<file path="src/slj_mul.sv">
// ----------------------------------------------------------------------------
// slj_mul
// Shared multiplier: (a*b)>>32 of two magnitudes, one 32x32 partial per cycle.
// The high half of the full product is available as well.
// ----------------------------------------------------------------------------
module slj_mul (
    input  logic        i_clk,
    input  logic        i_rst_n,
    input  logic        i_start,
    input  logic [63:0] i_a,
    input  logic [63:0] i_b,
    input  logic [63:0] i_lim,
    output logic        o_done,
    output logic [63:0] o_p,
    output logic [63:0] o_hi
);
    logic [2:0]   r_step;
    logic         r_busy;
    logic [63:0]  r_a;
    logic [63:0]  r_b;
    logic [63:0]  r_lim;
    logic [127:0] r_acc;
    logic         r_done;
    logic [63:0]  r_p;
    logic [31:0]  w_x;
    logic [31:0]  w_y;
    logic [63:0]  w_pp;
    logic [127:0] w_sh;

    always_comb begin
        case (r_step[1:0])
            2'd0: begin w_x = r_a[31:0];  w_y = r_b[31:0];  w_sh = 128'(w_pp); end
            2'd1: begin w_x = r_a[31:0];  w_y = r_b[63:32]; w_sh = 128'(w_pp) << 32; end
            2'd2: begin w_x = r_a[63:32]; w_y = r_b[31:0];  w_sh = 128'(w_pp) << 32; end
            default: begin w_x = r_a[63:32]; w_y = r_b[63:32]; w_sh = 128'(w_pp) << 64; end
        endcase
    end
    assign w_pp = 64'(w_x) * 64'(w_y);

    always_ff @(posedge i_clk) begin
        if (!i_rst_n) begin
            r_busy <= 1'b0;
            r_done <= 1'b0;
            r_step <= 3'd0;
        end else begin
            r_done <= 1'b0;
            if (i_start) begin
                r_busy <= 1'b1;
                r_step <= 3'd0;
                r_a <= i_a;
                r_b <= i_b;
                r_lim <= i_lim;
                r_acc <= 128'd0;
            end else if (r_busy) begin
                if (r_step == 3'd4) begin
                    r_busy <= 1'b0;
                    r_done <= 1'b1;
                    if (r_acc[127:96] != 32'd0 || r_acc[95:32] > r_lim)
                        r_p <= r_lim;
                    else
                        r_p <= r_acc[95:32];
                end else begin
                    r_acc <= r_acc + w_sh;
                    r_step <= r_step + 3'd1;
                end
            end
        end
    end
    assign o_done = r_done;
    assign o_p = r_p;
    assign o_hi = r_acc[127:64];
endmodule

</file>
<file path="config.mk">
export PLATFORM = sky130hd
export DESIGN_NAME = slj_mul
export DESIGN_NICKNAME = d
export VERILOG_FILES = /design/src/slj_mul.sv
export SDC_FILE = /design/constraint.sdc
export NUM_CORES = 2
export LEC_CHECK = 0
export ABC_CLOCK_PERIOD_IN_PS = 21900
export BUFFER_PORTS_ARGS = -buffer_cell sky130_fd_sc_hd__buf_2
export CAP_MARGIN = 20
export CORE_ASPECT_RATIO = 1.4
export CORE_UTILIZATION = 66
export DETAILED_ROUTE_END_ITERATION = 10
export GPL_TIMING_DRIVEN = 0
export HOLD_SLACK_MARGIN = 0.12
export PLACE_DENSITY = 0.85
export SYNTH_ARGS = -nofsm -noshare
export SYNTH_HDL_FRONTEND = slang
export SYNTH_SLANG_ARGS = --single-unit
</file>
<file path="constraint.sdc">
create_clock -name i_clk -period 21.9 [get_ports i_clk]
set_input_delay 2.19 -clock i_clk [delete_from_list [all_inputs] [get_ports i_clk]]
set_output_delay 2.19 -clock i_clk [all_outputs]
set_load 0.03 [all_outputs]
</file>
==> summary by stage <==
Global routing
For this run, global-route usage on met3 was measured as 18.6%. The highest-utilization routing layer at the global route stage is met2. The via count of the first global-routing pass is 52.8k. The global routing met2 resource utilization is 82.2%.

The global routing usage on met1 is a little over half. The initial antenna violation count came to 16. The global-route total usage across every layer is 53.0%. The largest net degree at the start of global routing is around 70. The remaining global-route overflow is 0. The first global-routing pass estimated about 330,000 um of wire.

Run status
The final reports fail on design-rule violations. The run finished, with violations left.

Detailed routing
The count of nets left with antenna violations once routing finished came out at 0. The number of remaining DRC errors is 5. The first detailed-routing pass took 11 iterations. After the first detailed-routing iteration, the DRC count stood at 5,797.

The routed length per instance is 29.3 um. The final wirelength is 229,000 um. The number of vias in the routed layout is 50.7k. The detailed-route vias per instance is 6.50.

Critical path
The dominant cell type by count on the critical path is fa_1. The family with the most delay on the worst path is adder cells. The setup path with the least slack is of type reg -> reg. Counting both buffers and inverters, the worst setup path holds a total of 10. The required time reported for the critical path endpoint is 22,290 ps. Of all nets on the critical path, the largest fanout is 10. The maximum cell stage delay along the critical path is a little over 900 ps. The cell type of the slowest stage on the worst timing path is a2111oi_0. The worst setup path is captured at a register. The worst reg-to-reg path cell count is 44. Data on the critical path arrives at its endpoint at 18,760 ps. The worst setup path is launched from a register.

The launch point of the worst reg-to-reg path is r_step[0]. The destination of the worst register-to-register timing path is r_acc[105]. In this run the register-to-register setup slack is 3530 ps.

STA
Setup violations remaining at the end of the flow were counted as 0. Adding up every negative setup slack in the final design gives 0 ps. The final hold violation count is 0. The max-slew violation total from the final report was 0. The maximum operating frequency is 54.4 MHz. The post-route minimum period is 18,370 ps.

Measured against its own limit, the worst slew margin works out to 8.07%. Setup repair after global routing left no endpoint under its margin. Between clock sinks in the finished design, the worst skew comes to approximately 44 ps. Across all setup checks in the final design, the least slack found is ~3500 ps.

Of the available clock period, the critical path in the final layout requires 83.9%. At the pin with the least slew margin, the transition time is 1380 ps.

Synthesis
The number of warnings issued by yosys is 0. The netlist uses 76 different library cells. The number of synthesized register bits is just under 400. The share of synthesized area in the top cell type comes to 31.2%. Sequential elements use 20.2% of the synthesized area. Yosys attributes the largest share of cell area to fa_1, edfxtp_1, ha_1, inv_1, nor2_1. The mean instance size in the synthesized netlist is between 9 and 10 um^2. The area of the mapped netlist is 57,500 um^2. The cell count after synthesis is 6,169.

Counting every net in the synthesized netlist gives 7,719. The library cell with the largest summed area after synthesis is fa_1. Yosys mapped a number of flops with a built-in enable equal to 384. The most used flip-flop cell after synthesis is edfxtp_1. After synthesis, the share of flip-flops with an asynchronous set or reset is 0%.

Cells and area
The net count of the finished layout is 8,141. The register area is 11,600 um^2. Compared with the post-synthesis result, the final layout area differs by 9.30%. Of the cells placed in the final design, the portion with a size suffix greater than 1 is 10.5%. After filler insertion, the fill cell instance count of the layout stands at 6,298.

In the final layout, the multi-input gates occupy 40,800 um^2.

Clock tree
TritonCTS built the clock tree. The hold buffer count at CTS is 0. The cell sitting at the root of the clock tree is a clkbuf_16. Once the clock tree was built, the resizer swapped 0 gates to a different size. The number of buffers on the longest clock path is 3.

The clock network latency to the later pin of the worst-skew pair is 660 ps. The count of H-tree levels built during CTS is 2. The total setup buffers inserted after CTS is 0. The clock sink count is 389. Buffers inserted during clock tree synthesis total 44.

The CTS clock-pin slew for the worst setup and hold paths is approximately 60 ps.

Place
The wire-length estimate of the detail-placed layout is 185,000 um. The number of I/O port buffers is about 320. The placer's final routability congestion estimate is 1.09. Prior to clock tree synthesis, the placed netlist has a worst setup slack of 5020 ps.

Worst hold path
The path with the worst hold slack has its endpoint at o_p[3]. The worst hold path stage count is 1. In this run the most critical hold path is launched from r_lim[3]. The tightest min-delay check is of the reg -> reg type.

Floorplan
The initial core utilization is around two thirds. The number of top-level design ports is 324. The die covers 88,300 um^2. In this run the horizontal extent of the chip is roughly 250 um. The initialized floorplan defines 127 standard-cell rows.

In this run the standard cell core region covers 86,000 um^2. The vertical die dimension is about 350 um.

Run
The max-cap check violation count is 0.
[stage by stage]
stage	instance area [um^2]	cells	hold WS, ps	util (%)
2_1_floorplan	57500	6169	454	-
4_1_cts	62700	7771	575	72.9
3_5_place_dp	61200	7691	560	71.2
3_3_place_gp	60600	7652	510	70.4
5_1_grt	62800	7791	589	73.1
6_report	62800	7799	572	73.1
[layer usage]
| layer | part of all wire (%) | vias up | routed length, um |
|---|---|---|---|
| li1 | - | 20750 | - |
| met1 | 30 | 24378 | 68400 |
| met2 | 44 | 4018 | 101000 |
| met3 | 12 | 1569 | 28200 |
| met4 | 14 | 6 | 31300 |
| met5 | 0.026 | - | 60 |
[placed cells by master (no fill, tap or decap), types with 13 or more instances in the layout]
master       n
o21ai_0    188
o31ai_1     13
buf_8       14
o211ai_1    13
nor2_1     877
edfxtp_1   384
xnor2_1     95
buf_2      330
a22o_1      21
clkbuf_1   267
or3_1       15
a31oi_1     27
fa_1       897
nand2_1    644
nand4_1     90
a21boi_0    16
inv_1      960
buf_4       84
nor3_1      58
nor4_1      23
o21bai_1    44
nor2b_1     40
and2_1      51
a21oi_1    287
a21o_1     105
mux2i_1     50
nand3_1     28
and3_1      14
clkbuf_16   44
xor2_1      73
diode_2     13
mux2_2     134
ha_1       458
o21a_1      28
nand2b_1    29
[cell families (layout without fill, tap and decap cells)]
family,Yosys count,in the layout,synth area share [%]
compound gates,848,848,9.25
fa+ha+maj,1355,1355,41.2
other cells,0,13,0
xor+xnor,168,168,2.56
mux,198,198,3.75
simple gates,1909,1909,14.1
buf+inv,1302,1758,8.94
flops,389,389,20.2
[area by class of cell]
type	instances	share of cell area (%)
tap	1161	2.31
antenna	13	0.0518
inverter	960	5.73
sequential	389	18.5
clock inverter	30	0.563
buffer	342	2.46
clock buffer	50	1.79
multi-input combinational	4478	64.9
timing repair buffer	376	3.67
[worst max-delay path by stage]
stage               startpoint  cells past startpoint  slack (ps)          to
floorplan            r_step[0]                     44        9820  r_acc[121]
global placement     r_step[0]                     43        3940  r_acc[122]
detailed placement   r_step[0]                     43        5020  r_acc[102]
global route         r_step[0]                     46        3840  r_acc[102]
finish               r_step[0]                     44        3530  r_acc[105]
CTS                  r_step[0]                     43        4980  r_acc[102]
[synthesized netlist by cell type (all sizes together) (9+ instances only)]
master / n
xor2: 73
nand4: 90
nor4: 24
o21bai: 44
nor3: 58
or4: 9
xnor2: 95
nand3: 28
edfxtp: 384
o31ai: 13
buf: 77
fa: 897
o21a: 29
a22o: 21
nor2b: 40
mux2i: 61
or3: 16
and3: 14
and2: 52
a21oi: 287
o21ai: 195
ha: 458
a21o: 105
a211oi: 12
a31oi: 27
nand2b: 29
clkbuf: 265
nor2: 879
nand2: 644
mux2: 137
and4: 9
inv: 960
a21boi: 18
o211ai: 14
[worst register-to-register path, delay by kind of cell (launching register included)]
kind	cells	cell delay, ps
adder cells (fa/ha/maj)	11	5000
AO/OA/AOI/OAI	11	4350
buffers and inverters	10	3590
AND/OR/NAND/NOR	9	3100
multiplexers	2	860
XOR/XNOR	1	860
flip-flops	1	410
[sequential cells by signal, indices dropped and copies added, names as in the netlist]
signal	count
r_a	64
o_done	1
r_step	3
r_acc	128
r_b	64
o_p	64
r_lim	64
r_busy	1
Power is not shown: default switching activity piles up to over one toggle a cycle in this logic, so the estimate is an artifact.
