$ cat src/slj_pkg.sv
// ----------------------------------------------------------------------------
// slj_pkg
// Shared constants for the split Lennard-Jones wall force block.
// ----------------------------------------------------------------------------
package slj_pkg;
    localparam int DIST_FRAC_BITS = 16;
    localparam logic [63:0] SMAX = 64'h7FFF_FFFF_FFFF_FFFF;
    localparam logic [63:0] SMIN_MAG = 64'h8000_0000_0000_0000;

    // ceil(2^64 / 3): high half of x times this is floor(x / 3) for x below 2^63
    localparam logic [63:0] DIV3_MAGIC = 64'h5555_5555_5555_5556;

    localparam logic [2:0] CFG_WALL_POS = 3'd0;
    localparam logic [2:0] CFG_SIDE = 3'd1;
    localparam logic [2:0] CFG_CUTOFF = 3'd2;
    localparam logic [2:0] CFG_SWITCH = 3'd3;
    localparam logic [2:0] CFG_REP = 3'd4;
    localparam logic [2:0] CFG_ATT = 3'd5;
    localparam logic [2:0] CFG_EPS = 3'd6;
    localparam logic [2:0] CFG_LAMBDA = 3'd7;

    localparam logic [1:0] ST_NOGRP = 2'd0;
    localparam logic [1:0] ST_CUTOFF = 2'd1;
    localparam logic [1:0] ST_APPLIED = 2'd2;
    localparam logic [1:0] ST_WALL = 2'd3;

    // saturating signed add
    function automatic logic [63:0] sadd(input logic [63:0] a, input logic [63:0] b);
        logic [63:0] s;
        s = a + b;
        if (a[63] == b[63] && s[63] != a[63])
            return a[63] ? SMIN_MAG : SMAX;
        return s;
    endfunction

    function automatic logic [63:0] sneg(input logic [63:0] a);
        return (a == SMIN_MAG) ? SMAX : (64'd0 - a);
    endfunction

    function automatic logic [63:0] smag(input logic [63:0] a);
        return a[63] ? (64'd0 - a) : a;
    endfunction
endpackage

$ cat src/slj_div.sv
// ----------------------------------------------------------------------------
// slj_div
// Restoring divider: 2^(32+D) / delta, one quotient bit per cycle.
// ----------------------------------------------------------------------------
module slj_div (
    input  logic        i_clk,
    input  logic        i_rst_n,
    input  logic        i_start,
    input  logic [31:0] i_d,
    output logic        o_done,
    output logic [63:0] o_q
);
    localparam int NB = 33 + slj_pkg::DIST_FRAC_BITS;
    logic [6:0]  r_cnt;
    logic        r_busy;
    logic        r_done;
    logic [32:0] r_rem;
    logic [63:0] r_q;
    logic [31:0] r_d;
    logic [33:0] w_t;
    logic        w_bit;

    // dividend is a single one at bit 32+D
    assign w_bit = (r_cnt == 7'(NB - 1));
    assign w_t = {r_rem, w_bit} - {2'b0, r_d};

    always_ff @(posedge i_clk) begin
        if (!i_rst_n) begin
            r_busy <= 1'b0;
            r_done <= 1'b0;
            r_cnt <= 7'd0;
        end else begin
            r_done <= 1'b0;
            if (i_start) begin
                r_busy <= 1'b1;
                r_cnt <= 7'(NB - 1);
                r_rem <= 33'd0;
                r_q <= 64'd0;
                r_d <= i_d;
            end else if (r_busy) begin
                if (!w_t[33]) begin
                    r_rem <= w_t[32:0];
                    r_q <= {r_q[62:0], 1'b1};
                end else begin
                    r_rem <= {r_rem[31:0], w_bit};
                    r_q <= {r_q[62:0], 1'b0};
                end
                if (r_cnt == 7'd0) begin
                    r_busy <= 1'b0;
                    r_done <= 1'b1;
                end else begin
                    r_cnt <= r_cnt - 7'd1;
                end
            end
        end
    end
    assign o_done = r_done;
    assign o_q = r_q;
endmodule

$ cat config.mk
export PLATFORM = sky130hd
export DESIGN_NAME = slj_div
export DESIGN_NICKNAME = d
export VERILOG_FILES = /design/src/slj_pkg.sv /design/src/slj_div.sv
export SDC_FILE = /design/constraint.sdc
export NUM_CORES = 1
export LEC_CHECK = 0
export ABC_AREA = 1
export CAP_MARGIN = 5
export CORE_ASPECT_RATIO = 0.75
export CORE_MARGIN = 5
export CORE_UTILIZATION = 32
export DETAILED_ROUTE_END_ITERATION = 10
export DONT_BUFFER_PORTS = 1
export GPL_TIMING_DRIVEN = 0
export PLACE_DENSITY_LB_ADDON = 0.05
export SLEW_MARGIN = 10
export SYNTH_ARGS = -nofsm -noshare
export SYNTH_HDL_FRONTEND = slang
export SYNTH_SLANG_ARGS = --single-unit
$ cat constraint.sdc
create_clock -name i_clk -period 10.6 [get_ports i_clk]
set_input_delay 1.59 -clock i_clk [delete_from_list [all_inputs] [get_ports i_clk]]
set_output_delay 1.59 -clock i_clk [all_outputs]
set_load 0.03 [all_outputs]
==> implementation parameters <==
Parameter                              Value

Run status
  Status ... complete, no violations

Synth
  Share of Yosys cell area claimed by the top area cell type ... 0.4677
  Simple-Gate Fraction of Synth Area ... 0.2855
  Xor and xnor fraction of the mapped netlist area ... 0.01798
  Syn Inst Count ... 1,053
  Unique masters post-synth ... 36
  Adder-cell share of the synthesized area ... 0.05378
  Synthesized area per cell ... 7.866 um^2
  Number of flops mapped to enable cells by yosys ... 129
  Post-synthesis sequential area ratio ... 0.4894
  Count of yosys warnings during synthesis ... 0
  Number of nets produced by synthesis ... 1,123
  Proportion of synthesized area in mux cells ... 0
  Synth Cell Area ... 8283 um^2
  Async SR Flop Fraction ... 0
  Library cell occupying the most area in the post-synthesis netlist ... sky130_fd_sc_hd__edfxtp_1
  Leading cell types by total area after synthesis ... sky130_fd_sc_hd__edfxtp_1, sky130_fd_sc_hd__nand2_1, sky130_fd_sc_hd__inv_1, sky130_fd_sc_hd__nor2_1, sky130_fd_sc_hd__ha_1
  Most used DFF post-synth ... sky130_fd_sc_hd__edfxtp_1
  Seq cells post-synth ... 138
  Main combinational cell family by area after synthesis ... simple AND/OR/NAND/NOR gates
  Complex-gate fraction of the synthesized area ... 0.02326

Cells and area
  Diode count ... 0
  Share of cells above drive strength 1 ... 0.06881
  Most common cell after layout, fill and taps aside ... sky130_fd_sc_hd__nand2_1
  FILL cells ... 2,740
  Top library cells by usage in the layout, fill and taps aside ... sky130_fd_sc_hd__nand2_1, sky130_fd_sc_hd__inv_1, sky130_fd_sc_hd__nor2_1
  NumNets Final ... 1,147
  Synth-to-Final Area Change ... 13.38%

Setup path
  Type of origin of the critical path ... flop
  Internal reg-to-reg setup slack ... 7.43 ns
  Crit-path cells ... inv_1, ha_1, nor3b_1, nand4_1, ha_1, inv_1, fa_1, nand3_1, nand3_1, nand2_1, nand2_1, nand2_1, nand2_1, nand3_1, nand3_1, nand2_1, nor2_1, nor2_1
  Setup crit end kind ... flop
  Worst reg2reg path depth ... 18
  Delay of the slowest cell on the worst path ... 0.33 ns
  Data arrival time of the critical path ... 3.35 ns
  Worst reg2reg startpoint ... r_cnt[0]$_SDFFE_PP0P_
  Cell type of the slowest stage on the worst timing path ... sky130_fd_sc_hd__dfxtp_1
  Largest fanout on the critical path ... 4
  Worst path required time ... 10.78 ns
  Kind of critical path ... reg2reg
  Library cell appearing most often on the critical path ... sky130_fd_sc_hd__nand2_1
  Reg2Reg Capture Point ... r_rem[32]$_SDFFCE_PP0P_

STA
  Unrepaired setup endpoints after global routing ... false
  Clk_skew ... 0.01573 ns
  Final worst-path setup slack ... 7.431 ns
  Final cycle utilization of the critical path ... 0.2990
  Final-report max-slew violation count ... 0
  Final hold violation count ... 0
  Slew at the pin closest to its max-slew limit ... 0.6455 ns
  Total Neg Setup Slack ... 0 ns
  Final min period ... 3.169 ns
  Normalized max-slew margin ... 0.5696
  Highest clock rate ... 315.5 MHz
  Final Hold Slack ... 0.4907 ns
  Final setup viols ... 0

Floorplan
  Area of the core ... 25,720 um^2
  Initial Util ... 0.3221
  Die Y ... 149.3 um
  Number of top-level design ports ... 100
  Placement row count ... 51
  Overall die width ... 195.8 um
  Die area ... 29,240 um^2

Drt
  Highest metal layer with signal wires ... met4
  Number of vias in the routed layout ... 6,237
  Overall routed net length ... 21,650 um
  Number of nets with antenna violations after detailed routing ... 0
  Detailed-routing iteration count for the pre-antenna-repair pass ... 6
  Wire length per cell after detailed routing ... 15.10 um
  Number of design rule violations left after detail routing ... 0
  Detailed-routed wire length on met2 ... 8928 um
  Number of vias per cell ... 4.349
  Met1 layer wirelength in the final routing ... 11,630 um
  Detailed-routed wire length on met3 ... 881 um
  DR iter-0 viols ... 348

CTS
  Clock-pin slew reported for the worst setup and hold paths after clock tree synthesis ... 0.06 ns
  Number of gates resized after cts ... 0
  Clock network latency to the later pin of the worst-skew pair ... 0.43 ns
  TritonCTS clock tree ... yes
  Num Clock Sinks ... 138
  CTS Buf Count ... 17
  Post-CTS setup buffer count ... 0
  Maximum root-to-sink buffer count ... 2
  Quantity of hold-fixing buffers added after cts ... 0
  Clk Tree Root Cell ... sky130_fd_sc_hd__clkbuf_16
  Maximum level of the CTS H-tree ... 4

Min path
  Instance count along the most critical hold path ... 2
  Endpoint with the worst hold slack ... r_cnt[0]$_SDFFE_PP0P_
  Min-delay src ... r_cnt[0]$_SDFFE_PP0P_
  Type of the worst min-delay path ... reg2reg

Job
  Number of max-capacitance violations reported ... 0

Pwr
  Logic gate share of total power ... 0.225
  Leak ... 4.628 nW
  Pint ... 1.092 mW
  Seq pwr share ... 0.428
  Switching Power ... 0.5386 mW
  Switching power as a share of total power ... 0.3302
  Worst ir drop on vdd ... 0.1081 mV
  Clock power frac ... 0.347
  Power per cell area ... 173.7 nW/um^2

Placement
  Port Buffers ... 0
  GPL Wtd Cong ... 0.8598
  Worst slack at placement ... 7.182 ns
  Half-perimeter wire length of the detailed placement result ... 16,860 um

GRT
  Number of antenna violations at the first check in global routing ... 0
  Grt ovf ... 0
  Total global routing track utilization ... 0.1509
  Largest net degree at the start of global routing ... 26
  First-pass GRT wire length ... 34,300 um
  Number of global-route vias before repair ... 6,130
-- kinds of logic after synthesis --
family          Yosys count
simple gates            563
buf+inv                 264
flops                   138
compound gates           36
fa+ha+maj                35
xor+xnor                 17
-- registers in the layout, indices dropped and copies added (netlist names) --
signal and count:
r_rem 33, o_done 1, o_q 64, r_busy 1, r_d 32, r_cnt 7
-- worst max-delay path by stage --
stage,startpoint,slack [ns],to,cells past startpoint
after global placement,i_start,0.23,o_q[61]$_SDFFCE_PP0P_,4
after global routing,r_cnt[0]$_SDFFE_PP0P_,7.22,r_rem[32]$_SDFFCE_PP0P_,18
after CTS,r_cnt[0]$_SDFFE_PP0P_,7.44,r_rem[32]$_SDFFCE_PP0P_,18
final,r_cnt[0]$_SDFFE_PP0P_,7.43,r_rem[32]$_SDFFCE_PP0P_,18
after floorplan,i_start,3.38,o_q[0]$_SDFFCE_PP0P_,4
after detailed placement,i_start,7.18,o_q[61]$_SDFFCE_PP0P_,7
-- power groups by stage --
stage | registers, mW | logic (mW) | clock network, mW
2_1_floorplan | 0.706 | 0.267 | 0
3_3_place_gp | 0.718 | 0.362 | 0
3_5_place_dp | 0.710 | 0.369 | 0
4_1_cts | 0.699 | 0.371 | 0.591
5_1_grt | 0.703 | 0.420 | 0.614
6_report | 0.698 | 0.367 | 0.566
-- critical path: cells and delay by family (launching register included) --
family	cells	cell delay (ns)
simple gates	13	1.69
buf+inv	2	0.23
fa+ha+maj	3	0.67
flops	1	0.33
-- cells in the mapped netlist (3+ instances only) --
library cell               instances
sky130_fd_sc_hd__nor3_1           10
sky130_fd_sc_hd__nand2_1         282
sky130_fd_sc_hd__ha_1             34
sky130_fd_sc_hd__dfxtp_1           9
sky130_fd_sc_hd__clkbuf_1          5
sky130_fd_sc_hd__nor2_1          173
sky130_fd_sc_hd__nand4_1           4
sky130_fd_sc_hd__clkbuf_8          3
sky130_fd_sc_hd__o21ai_0           4
sky130_fd_sc_hd__nand3_2          11
sky130_fd_sc_hd__buf_6             3
sky130_fd_sc_hd__buf_4             4
sky130_fd_sc_hd__a21oi_1          26
sky130_fd_sc_hd__and2_1            6
sky130_fd_sc_hd__nand3_1          52
sky130_fd_sc_hd__o21bai_1          4
sky130_fd_sc_hd__edfxtp_1        129
sky130_fd_sc_hd__xor2_1           16
sky130_fd_sc_hd__nand2_2           9
sky130_fd_sc_hd__inv_1           242
sky130_fd_sc_hd__nand3b_1          5
-- layer usage --
layer / GRT usage / vias up
met5: 0 / -
met3: 0.03567 / 10
li1: - / 3278
met4: 0.03664 / 0
met2: 0.2149 / 111
met1: 0.2299 / 2838
-- through the flow --
step	util	power [mW]	instances	cell area, um^2
finish	0.3652	1.631	1434	9392
global route	0.3652	1.736	1434	9392
CTS	0.3652	1.661	1434	9392
detailed placement	0.3437	1.079	1402	8840
global placement	0.3388	1.080	1397	8713
floorplan	-	0.9733	1053	8283
-- final cells by class --
type / count / area (um^2) / share of cell area
Sequential cell: 138 / 4054 / 0.4317
Timing Repair Buffer: 5 / 115.1 / 0.01226
Tap cell: 344 / 430.4 / 0.04583
Clock buffer: 18 / 429.2 / 0.04570
Inverter: 244 / 915.9 / 0.09752
Clock inverter: 14 / 122.6 / 0.01306
Multi-Input combinational cell: 651 / 3163 / 0.3368
Buffer: 20 / 161.4 / 0.01719
Power figures use the tool's default switching activity.
